$ cat src/hdl/lzfsp_pkg.sv
`timescale 1ns / 1ps

package lzfsp_pkg;

  localparam int ZOOM_LEVELS = 8;
  localparam int IDX_W       = (ZOOM_LEVELS > 1) ? $clog2(ZOOM_LEVELS) : 1;

  localparam int LVL_W   = 4;
  localparam int DELTA_W = 13;
  localparam int POS_W   = 16;
  localparam int ZPL_W   = 10;
  localparam int GAIN_W  = 8;
  localparam int CFG_A_W = 2;
  localparam int CFG_D_W = 10;

  localparam int IN_DATA_W  = 24;
  localparam int OUT_DATA_W = 40;

  localparam int FIFO_DEPTH = 4;
  localparam int FIFO_A_W   = $clog2(FIFO_DEPTH);

  localparam logic [LVL_W:0] LVL_MAX = (LVL_W + 1)'(ZOOM_LEVELS);

  localparam logic OP_ZOOM  = 1'b0;
  localparam logic OP_FOCUS = 1'b1;

  localparam logic MOTOR_ZOOM  = 1'b0;
  localparam logic MOTOR_FOCUS = 1'b1;

  localparam logic DIR_FWD = 1'b0;
  localparam logic DIR_REV = 1'b1;

  localparam logic [CFG_A_W-1:0] CFG_ZOOM_PULSES = 2'd0;
  localparam logic [CFG_A_W-1:0] CFG_LAST_PULSES = 2'd1;
  localparam logic [CFG_A_W-1:0] CFG_FOCUS_GAIN  = 2'd2;

  localparam logic [ZPL_W-1:0]  RST_ZOOM_PULSES = 10'd74;
  localparam logic [ZPL_W-1:0]  RST_LAST_PULSES = 10'd35;
  localparam logic [GAIN_W-1:0] RST_FOCUS_GAIN  = 8'd3;

  localparam logic [LVL_W-1:0] RST_ZOOM_LEVEL = 4'd1;

  typedef enum logic [1:0] {
    BEAT_ZOOM,
    BEAT_HOME,
    BEAT_TARGET
  } beat_t;

  // One planned request as it travels from the front to the back.
  typedef struct packed {
    logic               is_zoom;
    logic               zoom_dir;
    logic [LVL_W-1:0]   zoom_mul;
    logic               add_last;
    logic [POS_W-1:0]   home;
    logic [POS_W-1:0]   target;
    logic [DELTA_W-1:0] focus_mag;
    logic               focus_dir;
  } plan_t;

  typedef struct packed {
    logic [ZPL_W-1:0]  zoom_pulses;
    logic [ZPL_W-1:0]  last_pulses;
    logic [GAIN_W-1:0] focus_gain;
  } cfg_t;

  function automatic logic [POS_W-1:0] default_curve(input int idx);
    logic [POS_W-1:0] v;
    case (idx)
      0:       v = 16'd0;
      1:       v = 16'd35;
      2:       v = 16'd65;
      3:       v = 16'd102;
      4:       v = 16'd148;
      5:       v = 16'd222;
      6:       v = 16'd355;
      default: v = 16'd497;
    endcase
    return v;
  endfunction

endpackage

$ cat src/hdl/lzfsp_front.sv
`timescale 1ns / 1ps

module lzfsp_front (
  input  logic                                clk,
  input  logic                                rst_n,
  input  logic                                in_valid,
  input  logic                                op,
  input  logic [lzfsp_pkg::LVL_W-1:0]         target_zoom,
  input  logic signed [lzfsp_pkg::DELTA_W-1:0] focus_delta,
  input  logic [lzfsp_pkg::GAIN_W-1:0]        focus_gain,
  input  logic                                q_full,
  output logic                                in_ready,
  output logic                                q_push,
  output lzfsp_pkg::plan_t                    q_data
);

  logic [lzfsp_pkg::LVL_W-1:0] cur_zoom_r, cur_zoom_nxt;
  logic [lzfsp_pkg::POS_W-1:0] focus_pos_r, focus_pos_nxt;
  logic [lzfsp_pkg::POS_W-1:0] focus_tbl_r [lzfsp_pkg::ZOOM_LEVELS];

  logic                          accept;
  logic                          tz_ok;
  logic [lzfsp_pkg::IDX_W-1:0]   tbl_idx;
  logic [lzfsp_pkg::POS_W-1:0]   tbl_rd;
  logic                          up;
  logic [lzfsp_pkg::LVL_W-1:0]   hi;
  logic [lzfsp_pkg::LVL_W-1:0]   lo;
  logic [lzfsp_pkg::LVL_W-1:0]   steps;
  logic                          hi_top;
  logic [lzfsp_pkg::POS_W:0]     tgt_sum;
  logic [lzfsp_pkg::POS_W-1:0]   target;
  logic                          neg;
  logic [lzfsp_pkg::DELTA_W-1:0] mag;
  logic [lzfsp_pkg::POS_W:0]     pos_sum;
  logic [lzfsp_pkg::POS_W-1:0]   pos_mag;
  logic [lzfsp_pkg::POS_W-1:0]   new_pos;
  logic                          zoom_go;
  logic                          focus_go;
  logic                          tbl_we;

  assign in_ready = !q_full;
  assign accept   = in_valid && in_ready;

  assign tz_ok   = (target_zoom != '0) && ({1'b0, target_zoom} <= lzfsp_pkg::LVL_MAX);
  assign tbl_idx = lzfsp_pkg::IDX_W'(target_zoom - 4'd1);
  assign tbl_rd  = tz_ok ? focus_tbl_r[tbl_idx] : '0;

  assign up     = target_zoom > cur_zoom_r;
  assign hi     = up ? target_zoom : cur_zoom_r;
  assign lo     = up ? cur_zoom_r : target_zoom;
  assign steps  = hi - lo;
  assign hi_top = ({1'b0, hi} == lzfsp_pkg::LVL_MAX);

  assign tgt_sum = {1'b0, tbl_rd} + 17'(focus_gain);
  assign target  = up ? tbl_rd : (tgt_sum[lzfsp_pkg::POS_W] ? 16'hFFFF : tgt_sum[15:0]);

  assign neg     = focus_delta[lzfsp_pkg::DELTA_W-1];
  assign mag     = neg ? lzfsp_pkg::DELTA_W'(~focus_delta + 13'sd1) : focus_delta;
  assign pos_mag = 16'(mag);
  assign pos_sum = {1'b0, focus_pos_r} + 17'(mag);
  assign new_pos = neg ? ((focus_pos_r > pos_mag) ? focus_pos_r - pos_mag : '0)
                       : (pos_sum[lzfsp_pkg::POS_W] ? 16'hFFFF : pos_sum[15:0]);

  assign zoom_go  = accept && (op == lzfsp_pkg::OP_ZOOM) && tz_ok &&
                    (target_zoom != cur_zoom_r);
  assign focus_go = accept && (op == lzfsp_pkg::OP_FOCUS) && (focus_delta != '0);
  assign tbl_we   = focus_go && tz_ok;

  assign q_push = zoom_go || focus_go;

  always_comb begin
    q_data           = '0;
    q_data.is_zoom   = zoom_go;
    q_data.zoom_dir  = up ? lzfsp_pkg::DIR_REV : lzfsp_pkg::DIR_FWD;
    q_data.zoom_mul  = hi_top ? steps - 4'd1 : steps;
    q_data.add_last  = hi_top;
    q_data.home      = focus_pos_r;
    q_data.target    = zoom_go ? target : new_pos;
    q_data.focus_mag = mag;
    q_data.focus_dir = neg ? lzfsp_pkg::DIR_FWD : lzfsp_pkg::DIR_REV;
  end

  always_comb begin
    cur_zoom_nxt  = cur_zoom_r;
    focus_pos_nxt = focus_pos_r;
    if (zoom_go) begin
      cur_zoom_nxt  = target_zoom;
      focus_pos_nxt = target;
    end else if (focus_go) begin
      focus_pos_nxt = new_pos;
    end
  end

  always_ff @(posedge clk) begin
    if (!rst_n) begin
      cur_zoom_r  <= lzfsp_pkg::RST_ZOOM_LEVEL;
      focus_pos_r <= '0;
      for (int i = 0; i < lzfsp_pkg::ZOOM_LEVELS; i++) begin
        focus_tbl_r[i] <= lzfsp_pkg::default_curve(i);
      end
    end else begin
      cur_zoom_r  <= cur_zoom_nxt;
      focus_pos_r <= focus_pos_nxt;
      if (tbl_we) begin
        focus_tbl_r[tbl_idx] <= new_pos;
      end
    end
  end

endmodule

$ cat src/hdl/lzfsp_fifo.sv
`timescale 1ns / 1ps

module lzfsp_fifo (
  input  logic             clk,
  input  logic             rst_n,
  input  logic             push,
  input  lzfsp_pkg::plan_t wr_data,
  input  logic             pop,
  output lzfsp_pkg::plan_t rd_data,
  output logic             full,
  output logic             empty
);

  lzfsp_pkg::plan_t mem_r [lzfsp_pkg::FIFO_DEPTH];

  logic [lzfsp_pkg::FIFO_A_W-1:0] wr_ptr_r, wr_ptr_nxt;
  logic [lzfsp_pkg::FIFO_A_W-1:0] rd_ptr_r, rd_ptr_nxt;
  logic [lzfsp_pkg::FIFO_A_W:0]   count_r, count_nxt;
  logic                           do_push;
  logic                           do_pop;

  assign full    = (count_r == (lzfsp_pkg::FIFO_A_W + 1)'(lzfsp_pkg::FIFO_DEPTH));
  assign empty   = (count_r == '0);
  assign do_push = push && !full;
  assign do_pop  = pop && !empty;
  assign rd_data = mem_r[rd_ptr_r];

  always_comb begin
    wr_ptr_nxt = do_push ? wr_ptr_r + 1'b1 : wr_ptr_r;
    rd_ptr_nxt = do_pop ? rd_ptr_r + 1'b1 : rd_ptr_r;
    count_nxt  = count_r;
    if (do_push && !do_pop) begin
      count_nxt = count_r + 1'b1;
    end else if (do_pop && !do_push) begin
      count_nxt = count_r - 1'b1;
    end
  end

  always_ff @(posedge clk) begin
    if (!rst_n) begin
      wr_ptr_r <= '0;
      rd_ptr_r <= '0;
      count_r  <= '0;
    end else begin
      wr_ptr_r <= wr_ptr_nxt;
      rd_ptr_r <= rd_ptr_nxt;
      count_r  <= count_nxt;
    end
  end

  always_ff @(posedge clk) begin
    if (do_push) begin
      mem_r[wr_ptr_r] <= wr_data;
    end
  end

endmodule

$ cat src/hdl/lzfsp_back.sv
`timescale 1ns / 1ps

module lzfsp_back (
  input  logic                          clk,
  input  logic                          rst_n,
  input  lzfsp_pkg::plan_t              head,
  input  logic                          q_empty,
  input  lzfsp_pkg::cfg_t               cfg,
  input  logic                          out_ready,
  output logic                          q_pop,
  output logic                          out_valid,
  output logic                          out_motor,
  output logic                          out_dir,
  output logic [lzfsp_pkg::POS_W-1:0]   out_pulses,
  output logic [lzfsp_pkg::POS_W-1:0]   out_pos,
  output logic                          out_last
);

  lzfsp_pkg::beat_t beat_r, beat_nxt;

  logic                        out_valid_r, out_valid_nxt;
  logic                        motor_r, dir_r, last_r;
  logic [lzfsp_pkg::POS_W-1:0] pulses_r, pos_r;

  logic                        load;
  logic                        final_beat;
  logic [13:0]                 zoom_prod;
  logic [14:0]                 zoom_sum;
  logic                        motor_nxt, dir_nxt, last_nxt;
  logic [lzfsp_pkg::POS_W-1:0] pulses_nxt;

  assign load       = !q_empty && (!out_valid_r || out_ready);
  assign final_beat = !head.is_zoom || (beat_r == lzfsp_pkg::BEAT_TARGET);
  assign q_pop      = load && final_beat;

  assign zoom_prod = head.zoom_mul * cfg.zoom_pulses;
  assign zoom_sum  = {1'b0, zoom_prod} + (head.add_last ? 15'(cfg.last_pulses) : 15'd0);

  always_comb begin
    beat_nxt = beat_r;
    if (load) begin
      if (final_beat) begin
        beat_nxt = lzfsp_pkg::BEAT_ZOOM;
      end else begin
        unique case (beat_r)
          lzfsp_pkg::BEAT_ZOOM: beat_nxt = lzfsp_pkg::BEAT_HOME;
          lzfsp_pkg::BEAT_HOME: beat_nxt = lzfsp_pkg::BEAT_TARGET;
          default:              beat_nxt = lzfsp_pkg::BEAT_ZOOM;
        endcase
      end
    end
  end

  always_comb begin
    motor_nxt  = lzfsp_pkg::MOTOR_FOCUS;
    dir_nxt    = head.focus_dir;
    pulses_nxt = 16'(head.focus_mag);
    last_nxt   = 1'b1;
    if (head.is_zoom) begin
      unique case (beat_r)
        lzfsp_pkg::BEAT_ZOOM: begin
          motor_nxt  = lzfsp_pkg::MOTOR_ZOOM;
          dir_nxt    = head.zoom_dir;
          pulses_nxt = 16'(zoom_sum);
          last_nxt   = 1'b0;
        end
        lzfsp_pkg::BEAT_HOME: begin
          dir_nxt    = lzfsp_pkg::DIR_FWD;
          pulses_nxt = head.home;
          last_nxt   = 1'b0;
        end
        default: begin
          dir_nxt    = lzfsp_pkg::DIR_REV;
          pulses_nxt = head.target;
        end
      endcase
    end
  end

  always_comb begin
    out_valid_nxt = out_valid_r;
    if (load) begin
      out_valid_nxt = 1'b1;
    end else if (out_ready) begin
      out_valid_nxt = 1'b0;
    end
  end

  always_ff @(posedge clk) begin
    if (!rst_n) begin
      beat_r      <= lzfsp_pkg::BEAT_ZOOM;
      out_valid_r <= 1'b0;
    end else begin
      beat_r      <= beat_nxt;
      out_valid_r <= out_valid_nxt;
    end
  end

  always_ff @(posedge clk) begin
    if (load) begin
      motor_r  <= motor_nxt;
      dir_r    <= dir_nxt;
      pulses_r <= pulses_nxt;
      pos_r    <= head.target;
      last_r   <= last_nxt;
    end
  end

  assign out_valid  = out_valid_r;
  assign out_motor  = motor_r;
  assign out_dir    = dir_r;
  assign out_pulses = pulses_r;
  assign out_pos    = pos_r;
  assign out_last   = last_r;

endmodule

$ cat src/hdl/lens_zoom_focus_stepper_planner.sv
`timescale 1ns / 1ps

// Plans zoom and focus stepper moves for a two-motor lens. A zoom request to a
// new level gives three output beats (zoom move, focus home, focus to the table
// value plus the focus gain when the level goes down); a nonzero focus adjust
// gives one beat; other requests give none. The front accepts one request per
// cycle while its four-entry queue has room, and the back drains one beat per
// cycle, unless out_tready stalls it, through a registered output. A request is
// written into the queue, then its beats are registered from the queue head.
// Registers must be written only while no request is in flight.

module lens_zoom_focus_stepper_planner (
  input  logic                                  clk,
  input  logic                                  rst_n,
  input  logic                                  cfg_we,
  input  logic [lzfsp_pkg::CFG_A_W-1:0]         cfg_addr,
  input  logic [lzfsp_pkg::CFG_D_W-1:0]         cfg_wdata,
  input  logic                                  in_tvalid,
  output logic                                  in_tready,
  // Fields from bit 0: target_zoom[3:0], focus_delta[16:4], zero fill.
  input  logic [lzfsp_pkg::IN_DATA_W-1:0]       in_tdata,
  // Fields from bit 0: op.
  input  logic                                  in_tuser,
  output logic                                  out_tvalid,
  input  logic                                  out_tready,
  // Fields from bit 0: direction[0], pulse_count[16:1], focus_position[32:17],
  // zero fill.
  output logic [lzfsp_pkg::OUT_DATA_W-1:0]      out_tdata,
  // Fields from bit 0: motor.
  output logic                                  out_tuser,
  output logic                                  out_tlast
);

  lzfsp_pkg::cfg_t  cfg_r;
  lzfsp_pkg::plan_t push_data;
  lzfsp_pkg::plan_t head;

  logic                        q_push, q_pop, q_full, q_empty;
  logic                        dir;
  logic [lzfsp_pkg::POS_W-1:0] pulses, pos;

  always_ff @(posedge clk) begin
    if (!rst_n) begin
      cfg_r.zoom_pulses <= lzfsp_pkg::RST_ZOOM_PULSES;
      cfg_r.last_pulses <= lzfsp_pkg::RST_LAST_PULSES;
      cfg_r.focus_gain  <= lzfsp_pkg::RST_FOCUS_GAIN;
    end else if (cfg_we) begin
      case (cfg_addr)
        lzfsp_pkg::CFG_ZOOM_PULSES: cfg_r.zoom_pulses <= cfg_wdata;
        lzfsp_pkg::CFG_LAST_PULSES: cfg_r.last_pulses <= cfg_wdata;
        lzfsp_pkg::CFG_FOCUS_GAIN:  cfg_r.focus_gain  <= cfg_wdata[lzfsp_pkg::GAIN_W-1:0];
        default: ;
      endcase
    end
  end

  lzfsp_front u_front (
    .clk         (clk),
    .rst_n       (rst_n),
    .in_valid    (in_tvalid),
    .op          (in_tuser),
    .target_zoom (in_tdata[3:0]),
    .focus_delta (in_tdata[16:4]),
    .focus_gain  (cfg_r.focus_gain),
    .q_full      (q_full),
    .in_ready    (in_tready),
    .q_push      (q_push),
    .q_data      (push_data)
  );

  lzfsp_fifo u_fifo (
    .clk     (clk),
    .rst_n   (rst_n),
    .push    (q_push),
    .wr_data (push_data),
    .pop     (q_pop),
    .rd_data (head),
    .full    (q_full),
    .empty   (q_empty)
  );

  lzfsp_back u_back (
    .clk        (clk),
    .rst_n      (rst_n),
    .head       (head),
    .q_empty    (q_empty),
    .cfg        (cfg_r),
    .out_ready  (out_tready),
    .q_pop      (q_pop),
    .out_valid  (out_tvalid),
    .out_motor  (out_tuser),
    .out_dir    (dir),
    .out_pulses (pulses),
    .out_pos    (pos),
    .out_last   (out_tlast)
  );

  assign out_tdata = {7'd0, pos, pulses, dir};

endmodule

$ cat config.mk
export PLATFORM = sky130hd
export DESIGN_NAME = lens_zoom_focus_stepper_planner
export DESIGN_NICKNAME = d
export VERILOG_FILES = /design/src/hdl/lzfsp_pkg.sv /design/src/hdl/lzfsp_front.sv /design/src/hdl/lzfsp_fifo.sv /design/src/hdl/lzfsp_back.sv /design/src/hdl/lens_zoom_focus_stepper_planner.sv
export SDC_FILE = /design/constraint.sdc
export NUM_CORES = 1
export LEC_CHECK = 0
export ABC_CLOCK_PERIOD_IN_PS = 17400
export BUFFER_PORTS_ARGS = -buffer_cell sky130_fd_sc_hd__buf_2
export CORE_MARGIN = 5
export CORE_UTILIZATION = 32
export DETAILED_ROUTE_END_ITERATION = 7
export PLACE_DENSITY_LB_ADDON = 0.15
export REMOVE_ABC_BUFFERS = 1
export SYNTH_ARGS = -nofsm -noshare
export SYNTH_HDL_FRONTEND = slang
export SYNTH_SLANG_ARGS = --single-unit
$ cat constraint.sdc
create_clock -name clk -period 17.4 [get_ports clk]
set_input_delay 0.87 -clock clk [delete_from_list [all_inputs] [get_ports clk]]
set_output_delay 0.87 -clock clk [all_outputs]
set_load 0.01 [all_outputs]
==> results of run 1 <==
[cell families (layout without fill, tap and decap cells)]
family | Yosys count | count (layout) | synth area share [%]
mux | 97 | 97 | 7.95
buf+inv | 211 | 293 | 3.88
simple gates | 600 | 600 | 12.6
xor+xnor | 62 | 62 | 2.49
compound gates | 336 | 336 | 10.0
other cells | 1 | 7 | 0.0170
fa+ha+maj | 101 | 101 | 6.70
flops | 435 | 435 | 56.4
[final cells by class]
class / count / area (um^2)
Fill cell: 6712 / 43600
Clock buffer: 58 / 1280
Sequential cell: 435 / 12500
Inverter: 106 / 398
Multi-Input combinational cell: 1203 / 8830
Tap cell: 931 / 1160
Timing Repair Buffer: 99 / 566
Clock inverter: 30 / 327
[worst max-delay path: cells and delay by family]
kind / cells / cell delay [ps]
compound gates: 9 / 2690
buf+inv: 6 / 1450
simple gates: 3 / 950
fa+ha+maj: 3 / 910
[final timing paths]
path / startpoint / end / cells after the start
setup / recovery: in_tdata[0] / u_fifo.mem_r[3][19]$_DFFE_PP_ / 21
hold reg to reg: cfg_r[12]$_SDFFE_PN0P_ / cfg_r[12]$_SDFFE_PN0P_ / 2
hold / removal: cfg_r[12]$_SDFFE_PN0P_ / cfg_r[12]$_SDFFE_PN0P_ / 2
setup reg to reg: register / u_back.out_pulses[9]$_DFFE_PP_ / 16
[metal layers]
metal | vias to the layer above | part of all wire [%] | routed length [um]
met5 | - | 0 | 0
met1 | 7409 | 44 | 28600
met4 | 0 | 2.1 | 1320
met2 | 342 | 49 | 31700
met3 | 85 | 4.5 | 2910
li1 | 6868 | - | -
[power by group through the flow]
stage	Combinational, W	Sequential [W]	Clock, W
floorplan	0.000592	0.00140	0
global placement	0.00101	0.00137	0
detailed placement	0.00102	0.00138	0
CTS	0.00102	0.00135	0.00108
global route	0.00110	0.00136	0.00112
finish	0.000994	0.00135	0.00105
[cells in the mapped netlist, drive strengths merged, types with 17 or more instances]
library cell	number	area [um^2]
a211oi	27	208
a21oi	85	425
and2	42	263
buf	41	220
clkbuf	64	240
dfxtp	60	1200
edfxtp	375	11300
fa	29	581
ha	72	901
inv	105	394
mux2i	27	270
mux4	62	1400
nand2	175	657
nand2b	20	125
nand3	31	160
nor2	200	753
nor3	46	230
nor4	18	125
o21ai	73	365
xnor2	45	394
xor2	17	156
[per-stage QoR]
stage / setup WS [ps] / hold slack (ps)
finish: 10790 / 457
global route: 10390 / 474
CTS: 10790 / 457
detailed placement: 10160 / 449
global placement: 10230 / 442
floorplan: 10770 / 430
[registers in the layout (all words and copies together) (netlist names), named ones only]
signal,count
u_fifo.mem_r,212
u_front.focus_tbl_r,128
cfg_r,28
u_back.out_pos,16
u_back.out_pulses,16
u_front.focus_pos_r,16
u_front.cur_zoom_r,4
u_fifo.count_r,3
u_back.beat_r,2
u_fifo.rd_ptr_r,2
u_fifo.wr_ptr_r,2
u_back.out_dir,1
u_back.out_last,1
u_back.out_motor,1
u_back.out_valid,1
==> flow_summary.yaml, run 1 <==
yosys:
  netlist_area_mm2: 0.0221
  synthArstFlopShare_pct: 0
  synth-edff-count: 375
  synthDistinctLibCells: 81
  ys_seq_area_share_pct: 56.4
  synth_warnings: 0
  synthCells: 1843
  synthFlopType: "edfxtp_1"
  syn_avg_cell_area_um2: 12.0
  ys_ff_latch: 435
power_and_ir_drop:
  p_leak_nw: 8.98
  power_frac_clock_pct: 30.9
  sequentialPowerShare_pct: 39.8
  power.density_mw_per_mm2: 136
  peakVddDrop_uv: 74.0
  intPower_w: 0.00227
  p_comb_share_pct: 29.3
  swShare_pct: 33.3
  switchingPower_w: 0.00113
  total_power_w: 0.00340
routing:
  viasPerCell: 5.14
  num_vias: 14704
  firstDrtPassIters: 5
  drt_iter0_drc: 1082
  ant_nets: 0
  avgRoutedWirePerCell_um: 22.5
  post-route-drc-count: 0
  drt_wl_total_um: 64500
placement:
  dp.final_hpwl_um: 43100
  placed_cells: 2774
  dpl_cell_area_mm2: 0.0234
  io_buffers: 71
  place_congestion: 0.878
cts:
  clock_tree.root_cell: "clkbuf_16"
  clkSinkCount: 435
  cts_max_path_buffers: 3
  hold_buffers: 0
  cts_tree: "done"
  cts_buffers: 49
  cts.htree.levels: 2
  clk_pin_slew_ps: 60
  ctsResizeCount: 0
  post_cts_buffers: 0
  clock_latency_ps: 600
critical_path:
  setup.worst_path.class: "primary input to register"
  crit_top_cell: "buf_4"
  endpoint_kind: "register"
  critPathMaxFanout: 53
  crit_chain: "buf_2 -> buf_4 -> inv_1 -> buf_4 -> ha_1 -> buf_4 -> nand2b_1 -> o22ai_1 -> a211o_1 -> a21oi_1 -> ha_1 -> inv_1 -> fa_1 -> nor2b_1 -> o31a_1 -> o31a_1 -> o21a_1 -> o21ai_0 -> o41a_1 -> and3_1 -> a21oi_1"
  cp.arrival_ps: 6910
  crit_required_ps: 17700
  cpPeakStageDelay_ps: 690
  slowest_stage: "o41a_1"
  start_kind: "primary input"
  reg2reg_slack_ps: 11850
status:
  outcome: "complete, no violations"
timing:
  tightest_slew_ps: 1060
  final_hold_viol_count: 0
  finalCriticalPeriod_ps: 6610
  fin_worst_skew_ps: 18.0
  relSlewSlack_pct: 29.3
  max_freq_mhz: 151
  fin_setup_tns_ps: 0
  finalSetupViolations: 0
  maxSlewViolCount: 0
  finalCritPeriodShare_pct: 38.0
  rsz0062_at_grt: "no"
final_layout:
  stdcell_count: 2862
  fin_nets: 2037
  n_antenna_cell: 0
  area_growth_pct: 13.3
  mostFrequentLayoutCells: "edfxtp_1, nor2_1, nand2_1"
  drive_gt1_share_pct: 14.2
  finalInstanceArea_mm2: 0.0250
  final_common_cell: "edfxtp_1"
  final_core_util_pct: 36.5
run:
  cap_violations: 0
floorplan:
  fp.dieH_um: 273
  pin_count: 86
  row_count: 96
  coreArea_mm2: 0.0686
  die_x_um: 273
  start_util_pct: 32.2
  dieArea_mm2: 0.0744
grt:
  grt_busiest_layer: "met2"
  grt_use_met2_pct: 29.2
  grt_pass1_vias: 14753
  grt_pass1_wl_um: 96600
  grt_max_degree: 55
  grt_overflow_total: 0
  antenna_found_initial: 0
  use_met1_pct: 23.0
  use_met3_pct: 2.67
  gr-usage-all-layers_pct: 17.1
min_path:
  holdCritPathClass: "register to register"
No activity file was read; power rests on OpenSTA's default activity.
==> run 2: changes to the inputs <==
- ABC_CLOCK_PERIOD_IN_PS: 17400 -> 5500
- clock period: 17.4 -> 5.5 ns (I/O delays scaled with it)
==> flow_summary.yaml, run 2 (synthesized netlist as in run 1, its figures left out) <==
status:
  outcome: "complete, no violations"
routing:
  avgRoutedWirePerCell_um: 22.3
  firstDrtPassIters: 8
  post-route-drc-count: 0
  num_vias: 15029
  drt_wl_total_um: 65700
  drt_iter0_drc: 1051
  viasPerCell: 5.11
  ant_nets: 0
final_layout:
  final_common_cell: "edfxtp_1"
  largest_register_ffs: 212
  final_core_util_pct: 37.3
  drive_gt1_share_pct: 16.8
  mostFrequentLayoutCells: "edfxtp_1, nor2_1, nand2_1"
  top_register: "u_fifo.mem_r"
  fin_nets: 2111
  top_regs: "u_fifo.mem_r x212, u_front.focus_tbl_r x128, cfg_r x28"
  finalInstanceArea_mm2: 0.0256
  n_antenna_cell: 0
  area_growth_pct: 15.9
  fill_cells: 6672
timing:
  finalCriticalPeriod_ps: 5290
  finalSetupViolations: 0
  final_hold_viol_count: 0
  fin_worst_skew_ps: 24.4
  worst_slack_ps: 211
  rsz0062_at_grt: "no"
  maxSlewViolCount: 0
  max_freq_mhz: 189
  relSlewSlack_pct: 25.2
  finalCritPeriodShare_pct: 96.2
  tightest_slew_ps: 1110
critical_path:
  crit_cells: 22
  setup.worst_path.class: "primary input to register"
  start_kind: "primary input"
  cpPeakStageDelay_ps: 590
  crit_chain: "dlygate4sd3_1 -> buf_2 -> inv_1 -> ha_1 -> xor2_4 -> buf_4 -> nand2_1 -> o22ai_1 -> a211o_1 -> a21oi_1 -> ha_1 -> inv_1 -> fa_1 -> nor2b_1 -> o31a_1 -> o31a_1 -> o21a_1 -> o21ai_0 -> o41a_1 -> buf_4 -> a22oi_1 -> buf_4"
  cp.arrival_ps: 5760
  worst-path-buf-inv: 7
  crit_top_cell: "buf_4"
  crit_required_ps: 5970
  critPathMaxFanout: 15
  reg2regPathDepth: 15
  slowest_stage: "o41a_1"
  critical-path-top-delay-family: "compound AO/OA/AOI/OAI gates"
  endpoint_kind: "register"
floorplan:
  coreArea_mm2: 0.0686
  fp.dieH_um: 273
  dieArea_mm2: 0.0744
  start_util_pct: 32.2
  row_count: 96
  die_x_um: 273
  pin_count: 86
power_and_ir_drop:
  total_power_w: 0.0108
  power.density_mw_per_mm2: 421
  peakVddDrop_uv: 205
  p_leak_nw: 9.29
cts:
  cts_max_path_buffers: 3
  clk_pin_slew_ps: 60
  clock_tree.root_cell: "clkbuf_16"
  clock_latency_ps: 600
  cts.htree.levels: 2
  cts_tree: "done"
  ctsResizeCount: 0
  post_cts_buffers: 0
  cts_buffers: 50
  clkSinkCount: 435
placement:
  dp.final_hpwl_um: 45700
  io_buffers: 71
  place_congestion: 0.863
  place_ws_ps: 268
  dpl_cell_area_mm2: 0.0239
grt:
  grt_overflow_total: 0
  grt_pass1_vias: 15108
  antenna_found_initial: 0
  gr-usage-all-layers_pct: 17.4
  grt_pass1_wl_um: 98000
  grt_max_degree: 54
run:
  cap_violations: 0
min_path:
  holdCritPathClass: "primary input to register"
  whs_path_depth: 1
[run 2: timing repair]
action	in CTS	in global routing
hold buffers	12	0
endpoints found under the setup margin	0	0
endpoints found under the hold margin	24	0
[run 2: power by group]
part	leakage (nW)	internal (W)	total (W)	switching, W
combinational	4.52	0.00119	0.00329	0.00210
sequential	4.01	0.00411	0.00427	0.000161
clock	0.765	0.00185	0.00322	0.00137
[run 2: routing by layer]
layer	up-vias	track usage (%)	wire, um
li1	7016	-	-
met4	0	4.60	1820
met5	-	0	0
met3	95	2.48	3390
met1	7504	23.7	28900
met2	414	29.1	31500
[run 2: path summary, 6_finish.rpt]
path / from / end / slack (ps)
worst min-delay path: in_tdata[4] / u_fifo.mem_r[2][1]$_DFFE_PP_ / 50
worst min register to register: cfg_r[11]$_SDFFE_PN0P_ / cfg_r[11]$_SDFFE_PN0P_ / 460
worst max-delay path: in_tdata[1] / u_fifo.mem_r[2][23]$_DFFE_PP_ / 210
worst max register to register: register / u_back.out_pulses[13]$_SDFFCE_PN0P_ / 550
[run 2: cell type report]
type	count	area [um^2]	area share [%]
Tap cell	931	1160	4.55
Inverter	106	398	1.55
Timing Repair Buffer	172	1140	4.47
Clock inverter	24	199	0.777
Clock buffer	69	1400	5.48
Sequential cell	435	12500	48.7
Multi-Input combinational cell	1203	8830	34.5
[run 2: per-stage QoR]
stage | hold WS, ps | setup TNS [ps] | std cells
2_1_floorplan | 337 | -9450 | 1744
3_3_place_gp | 443 | 0 | 2835
3_5_place_dp | 452 | 0 | 2835
4_1_cts | 19.4 | 0 | 2940
5_1_grt | 26.9 | 0 | 2940
6_report | 51.8 | 0 | 2940
[run 2: worst reg2reg max path, stage by stage (launching register included)]
cell and delay (ps):
dfxtp_4 380, mux4_2 630, and2_1 230, fa_1 520, fa_1 540, inv_1 60
fa_1 530, inv_1 40, ha_1 290, o21a_1 150, o21ai_0 150, a211oi_1 370
nor2_1 90, a21oi_1 160, mux2i_1 370, a21oi_1 150
